`src/rtl/itda_pkg.sv`:
```
// itda_pkg: shared types and constants for the decimal ascii converter
// no dependencies; used by itda_front, itda_back and int_to_decimal_ascii

package itda_pkg;

  localparam int unsigned VALUE_W    = 32;
  localparam int unsigned CHAR_W     = 8;
  localparam int unsigned MAX_DIGITS = 10;
  localparam int unsigned DIGIT_W    = 4;
  localparam int unsigned QUEUE_DEPTH_DEF = 2;

  localparam logic [CHAR_W-1:0] CHAR_ZERO  = 8'h30;
  localparam logic [CHAR_W-1:0] CHAR_MINUS = 8'h2D;

  // floor(n / 10) == (n * RECIP10) >> RECIP10_SHIFT for every 32-bit n
  localparam logic [VALUE_W-1:0] RECIP10       = 32'hCCCC_CCCD;
  localparam int unsigned        RECIP10_SHIFT = 35;

  // classified number: magnitude and whether a minus sign leads it
  typedef struct packed {
    logic               neg;
    logic [VALUE_W-1:0] mag;
  } item_t;

  // head of the front queue as the back end sees it
  typedef struct packed {
    logic  valid;
    item_t item;
  } q_head_t;

endpackage

```
`src/rtl/itda_front.sv`:
```
// itda_front: accepts numbers, splits off the sign, and holds them in a short queue
// depends on itda_pkg

module itda_front #(
  parameter int unsigned QDEPTH = itda_pkg::QUEUE_DEPTH_DEF
) (
  input  logic                         clk,
  input  logic                         rst_n,
  input  logic                         push,
  output logic                         full,
  input  logic [itda_pkg::VALUE_W-1:0] in_value,
  input  logic                         in_is_signed,
  output itda_pkg::q_head_t            head,
  input  logic                         take
);

  localparam int unsigned PW = (QDEPTH > 1) ? $clog2(QDEPTH) : 1;
  localparam int unsigned CW = $clog2(QDEPTH + 1);

  itda_pkg::item_t mem_r [QDEPTH];
  logic [PW-1:0]   wr_ptr_r, wr_ptr_nxt;
  logic [PW-1:0]   rd_ptr_r, rd_ptr_nxt;
  logic [CW-1:0]   cnt_r, cnt_nxt;
  itda_pkg::item_t cls;
  logic            do_wr, do_rd;

  // negative only when read as signed; magnitude of the most negative value fits unsigned
  always_comb begin
    cls.neg = in_is_signed & in_value[itda_pkg::VALUE_W-1];
    cls.mag = cls.neg ? (~in_value + 1'b1) : in_value;
  end

  assign full  = (cnt_r == CW'(QDEPTH));
  assign do_wr = push & ~full;
  assign do_rd = take & (cnt_r != '0);

  assign head.valid = (cnt_r != '0);
  assign head.item  = mem_r[rd_ptr_r];

  always_comb begin
    wr_ptr_nxt = wr_ptr_r;
    rd_ptr_nxt = rd_ptr_r;
    cnt_nxt    = cnt_r;
    if (do_wr) begin
      wr_ptr_nxt = (wr_ptr_r == PW'(QDEPTH - 1)) ? '0 : wr_ptr_r + 1'b1;
    end
    if (do_rd) begin
      rd_ptr_nxt = (rd_ptr_r == PW'(QDEPTH - 1)) ? '0 : rd_ptr_r + 1'b1;
    end
    if (do_wr && !do_rd) begin
      cnt_nxt = cnt_r + 1'b1;
    end else if (do_rd && !do_wr) begin
      cnt_nxt = cnt_r - 1'b1;
    end
  end

  always_ff @(posedge clk) begin
    if (!rst_n) begin
      wr_ptr_r <= '0;
      rd_ptr_r <= '0;
      cnt_r    <= '0;
    end else begin
      wr_ptr_r <= wr_ptr_nxt;
      rd_ptr_r <= rd_ptr_nxt;
      cnt_r    <= cnt_nxt;
    end
  end

  always_ff @(posedge clk) begin
    if (do_wr) begin
      mem_r[wr_ptr_r] <= cls;
    end
  end

endmodule

```
`config.mk`:
```
export PLATFORM = sky130hd
export DESIGN_NAME = itda_front
export DESIGN_NICKNAME = d
export VERILOG_FILES = /design/src/rtl/itda_pkg.sv /design/src/rtl/itda_front.sv
export SDC_FILE = /design/constraint.sdc
export NUM_CORES = 1
export LEC_CHECK = 0
export BUFFER_PORTS_ARGS = -buffer_cell sky130_fd_sc_hd__buf_2
export CORE_MARGIN = 2
export CORE_UTILIZATION = 50
export DETAILED_ROUTE_END_ITERATION = 16
export GPL_ROUTABILITY_DRIVEN = 0
export GPL_TIMING_DRIVEN = 0
export PLACE_DENSITY = 0.7
export SLEW_MARGIN = 5
export SYNTH_ARGS = -nofsm -noshare
export SYNTH_HDL_FRONTEND = slang
export SYNTH_SLANG_ARGS = --single-unit
```
`constraint.sdc`:
```
create_clock -name clk -period 3.3 [get_ports clk]
set_input_delay 0.165 -clock clk [delete_from_list [all_inputs] [get_ports clk]]
set_output_delay 0.165 -clock clk [all_outputs]
set_load 0.005 [all_outputs]
```
# [Yosys cells after proc, flatten, opt, wreduce, memory -nomap -nowiden]
# Memories as Yosys holds them, arrays and structs flattened. A register that Yosys moved wholly into a read port is not among the register bits.
# Cells that the tools add are included.
[word_totals] in_bits=37 regBits=4 mem_count=1 elab_cells=30 output_inout_bits=35 ramBits=66
[classes] eq_ne=1 muxes=9 n_bitwise=5 n_reduce_logical=6 addsub=5
[memory_table] memory="mem_r" depth=2 width=33 read_ports=1 rd_ports_with_merged_regs=1 write_ports=1 line="itda_front.sv:20" text="itda_pkg::item_t mem_r [QDEPTH];"
[ops] cell="$add A32 B1 Y32 const B" n=1
[ops] cell="$mux W32" n=1
[ops] cell="$not A32 Y32" n=1
[ops] cell="$mux W1" n=6
[ops] cell="$mux W2" n=2
[ops] cell="$reduce_bool A2 Y1" n=2
[ops] cell="$and A1 B1 Y1" n=3
[ops] cell="$add A1 B1 Y1 const B" n=2
[ops] cell="$add A2 B1 Y2 const B" n=1
[ops] cell="$eq A2 B2 Y1 const B" n=1
[ops] cell="$logic_and A1 B1 Y1" n=2
[ops] cell="$logic_not A1 Y1" n=2
[ops] cell="$sub A2 B1 Y2 const B" n=1
[ops] cell="$not A1 Y1" n=1

# [Logic depth before layout (Yosys ltp)]
[depth] ltp_word=7 mapped_depth=7 depth_no_buf=7

# [Least setup slack after synthesis]
# OpenSTA, ideal clock, no wires.
[synth_timing] path_kind="register to register" startpoint="register cnt_r[0]" endpoint="memory mem_r[0][0] (netlist bit) (enable)" slack_ps=866 n_path_buf=0 required_ps=2876 setup_time_ps=424 arrival_time_ps=2010 stages_incl_launch_ff=4 path_cell_list="dfxtp_1 nand2b_1 nand2_1 nor2_1"
[synth_via] elab_chain_cells=5
[synth_rtl] item="from (decl)" line="itda_front.sv:23" text="logic [CW-1:0] cnt_r, cnt_nxt;"
[synth_rtl] item="from (signal assigned)" line="itda_front.sv:65" text="cnt_r <= cnt_nxt;"
[synth_rtl] item="$eq A2 B2 Y1" line="itda_front.sv:33" text="assign full = (cnt_r == CW'(QDEPTH));"
[synth_rtl] item="$not A1 Y1" line="itda_front.sv:34" text="assign do_wr = push & ~full;"
[synth_rtl] item="$and A1 B1 Y1" line="itda_front.sv:34"
[synth_rtl] item="$mux W1" line="itda_front.sv:70" text="if (do_wr) begin"
[synth_rtl] item="$mux W1 (implied by the code)" line="itda_front.sv:71" text="mem_r[wr_ptr_r] <= cls;"
[synth_rtl] item="to (decl)" line="itda_front.sv:20"
# Every way passes these cells.

==> impl_metrics.toml <==
[sta]
grt_setup_unrepaired = "false"
whs_ns = 0.06329
max-slew-margin-rel = 0.4330
slew_viol_final = 0
finalHoldViolCount = 0
period_share = 0.6440
setup_tns_ns = 0
skew_ns = 0.006352
worst_slew_pin_slew_ns = 0.8506
fmax_mhz = 470.5
post-route-min-period_ns = 2.125
setup_viol = 0

[clock_tree]
post-cts-setup-buffers = 0
clock-root-buffer = "clkbuf_8"
cts.sinks = 71
cts_buffers = 9
clockBufferDepth = 2
h-tree-depth = 3
cts_tree = "done"
cts.repair.resized = 0
clk_latency_ns = 0.34
ctsHoldBuffers = 0
clk_pin_slew_ns = 0.07

[pwr]
p_int_mw = 2.067
clock_power_share = 0.323
finalPower_mw = 2.748
seqPwrFrac = 0.431
power.leakage_nw = 1.485
switchingPower_mw = 0.6812
power.density_nw_per_um2 = 683.8
pwr-share-comb = 0.246
ir_drop_mv = 0.3841
switching_share = 0.2478

[synth]
yosys-top-cells-count = "edfxtp_1, mux2_2, xnor2_1"
synth_cells = 230
synth_ff_type = "edfxtp_1"
synth_top_area_share = 0.6057
yosysSeqAreaShare = 0.6363
post-synth-top-count-cell = "edfxtp_1"
synth_largest_area_cell = "edfxtp_1"
synthTopCellsByArea = "edfxtp_1, mux2_2, xnor2_1"
syn_nets = 269
synth_edf_count = 66
syn_area_um2 = 3272
synth.distinct_cells = 32
ys_ff_latch = 71
postSynthAreaPerCell_um2 = 14.23
async_reset_ff_frac = 0
yosys_warnings = 0

[job]
drv_cap = 0

[final_layout]
nNetsFinal = 352
syn_to_final_growth_pct = 22.83
fin_cells = 395
layout-drive-gt1-share = 0.3962
insertedDiodeCount = 0

[placement]
io_buffers = 71
post-place-cells = 379
hpwl_um = 4529

[floorplanning]
die_h_um = 84.90
fp.coreArea_um2 = 6350
rows = 29
die_w_um = 84.90
io-pin-count = 72
dieArea_um2 = 7207
start_util = 0.5153

[drt]
viasPerCell = 5.557
ant_nets = 0
vias = 2195
drtIter0Drc = 149
drt_pre_antenna_iters = 4
wl_per_cell_um = 16.36
finalWirelength_um = 6461
drc = 0

[setup_path]
worst-setup-path-type = "reg -> out"
worstPathMaxFanout = 10
cp_data_arrival_time_ns = 1.96
endpoint_kind = "output pin"
crit_required_ns = 3.13
cp-start-kind = "register"
reg2reg_depth = 2

[min_path]
hp-class = "in -> reg"
hold_depth = 1

[global_routing]
grt_pass1_vias = 2180
grt_max_degree = 34
grt_overflow_total = 0
track_usage = 0.1914
antenna_found_initial = 0
grt_pass1_wl_um = 10270

[status]
outcome = "finished, final reports clean"
-- layer usage --
metal / wire (µm) / global-route usage / up-vias / part of all wire
met2: 3319 / 0.3271 / 81 / 0.51
met4: 95 / 0.09524 / 0 / 0.015
li1: - / - / 1027 / -
met5: 0 / 0 / - / 0
met1: 2640 / 0.2299 / 1077 / 0.41
met3: 406 / 0.04086 / 10 / 0.063
-- per-stage QoR --
step / util / setup slack [ns] / area [µm²]
2_1_floorplan: - / 0.8657 / 3272
3_3_place_gp: 0.5864 / 0.005417 / 3724
3_5_place_dp: 0.5921 / 1.146 / 3760
4_1_cts: 0.6329 / 1.090 / 4019
5_1_grt: 0.6329 / 1.032 / 4019
6_report: 0.6329 / 1.175 / 4019
-- placed cells by master, fill, tap and decap left out, types with 2 or more instances in the layout --
master / Yosys / layout
buf_2: 0 / 71
and2_1: 6 / 6
or3_1: 4 / 4
nand2_1: 13 / 13
clkbuf_1: 7 / 7
nor2_1: 8 / 7
clkinv_1: 0 / 2
xnor2_1: 24 / 24
mux2_2: 33 / 33
o21ai_0: 11 / 11
o31ai_1: 8 / 8
bufinv_16: 0 / 4
or4_1: 3 / 3
xor2_1: 8 / 8
a21oi_1: 4 / 4
ha_1: 2 / 2
nor4_1: 2 / 2
a31oi_1: 2 / 2
inv_1: 7 / 7
nor3_1: 2 / 2
dfxtp_1: 5 / 5
nand3_1: 2 / 2
clkbuf_8: 0 / 9
edfxtp_1: 66 / 66
-- final timing paths --
path	from	end	slack [ns]
worst max-delay path	register	head[28]	1.17
worst min-delay path	in_value[0]	mem_r[0][0]	0.06
worst max register to register	cnt_r[0]	mem_r[1][2]	1.59
worst min register to register	cnt_r[1]	cnt_r[1]	0.53
-- registers in the layout, summed over array words and instances, names as in the netlist, named ones only --
signal,cells
wr_ptr_r,1
cnt_r,2
mem_r,66
rd_ptr_r,1
-- worst max-delay path: stages (launching register included) --
cell and delay, ns:
dfxtp_1 0.31, clkbuf_1 0.26, clkbuf_1 0.51, mux2_2 0.42, buf_2 0.13
-- power groups by stage --
stage | combinational (mW) | sequential [mW] | clock (mW)
floorplan | 0.410 | 1.20 | 0
global placement | 0.651 | 1.20 | 0
detailed placement | 0.685 | 1.21 | 0
CTS | 0.690 | 1.19 | 0.903
global route | 0.745 | 1.20 | 0.940
finish | 0.675 | 1.18 | 0.889
-- cell type report --
cell class | instances | area (µm²)
multi-input combinational | 144 | 1142
fill | 502 | 2331
tap | 77 | 96.34
clock inverter | 7 | 135.1
buffer | 8 | 30.03
inverter | 7 | 26.28
clock buffer | 9 | 123.9
sequential | 71 | 2082
timing repair buffer | 72 | 382.9
-- cells by family (layout without fill, tap and decap cells) --
| kind of cell | after synthesis | after routing | synth area share |
|---|---|---|---|
| adders and majority gates | 2 | 2 | 0.007647 |
| and+or+nand+nor | 48 | 48 | 0.08222 |
| AOI/OAI and AO/OA | 29 | 29 | 0.05736 |
| buffers and inverters | 15 | 103 | 0.01721 |
| xor gates and xnor gates | 32 | 32 | 0.08566 |
| DFF | 71 | 71 | 0.6363 |
| muxes | 33 | 33 | 0.1136 |
No activity file was read; power rests on OpenSTA's default activity.
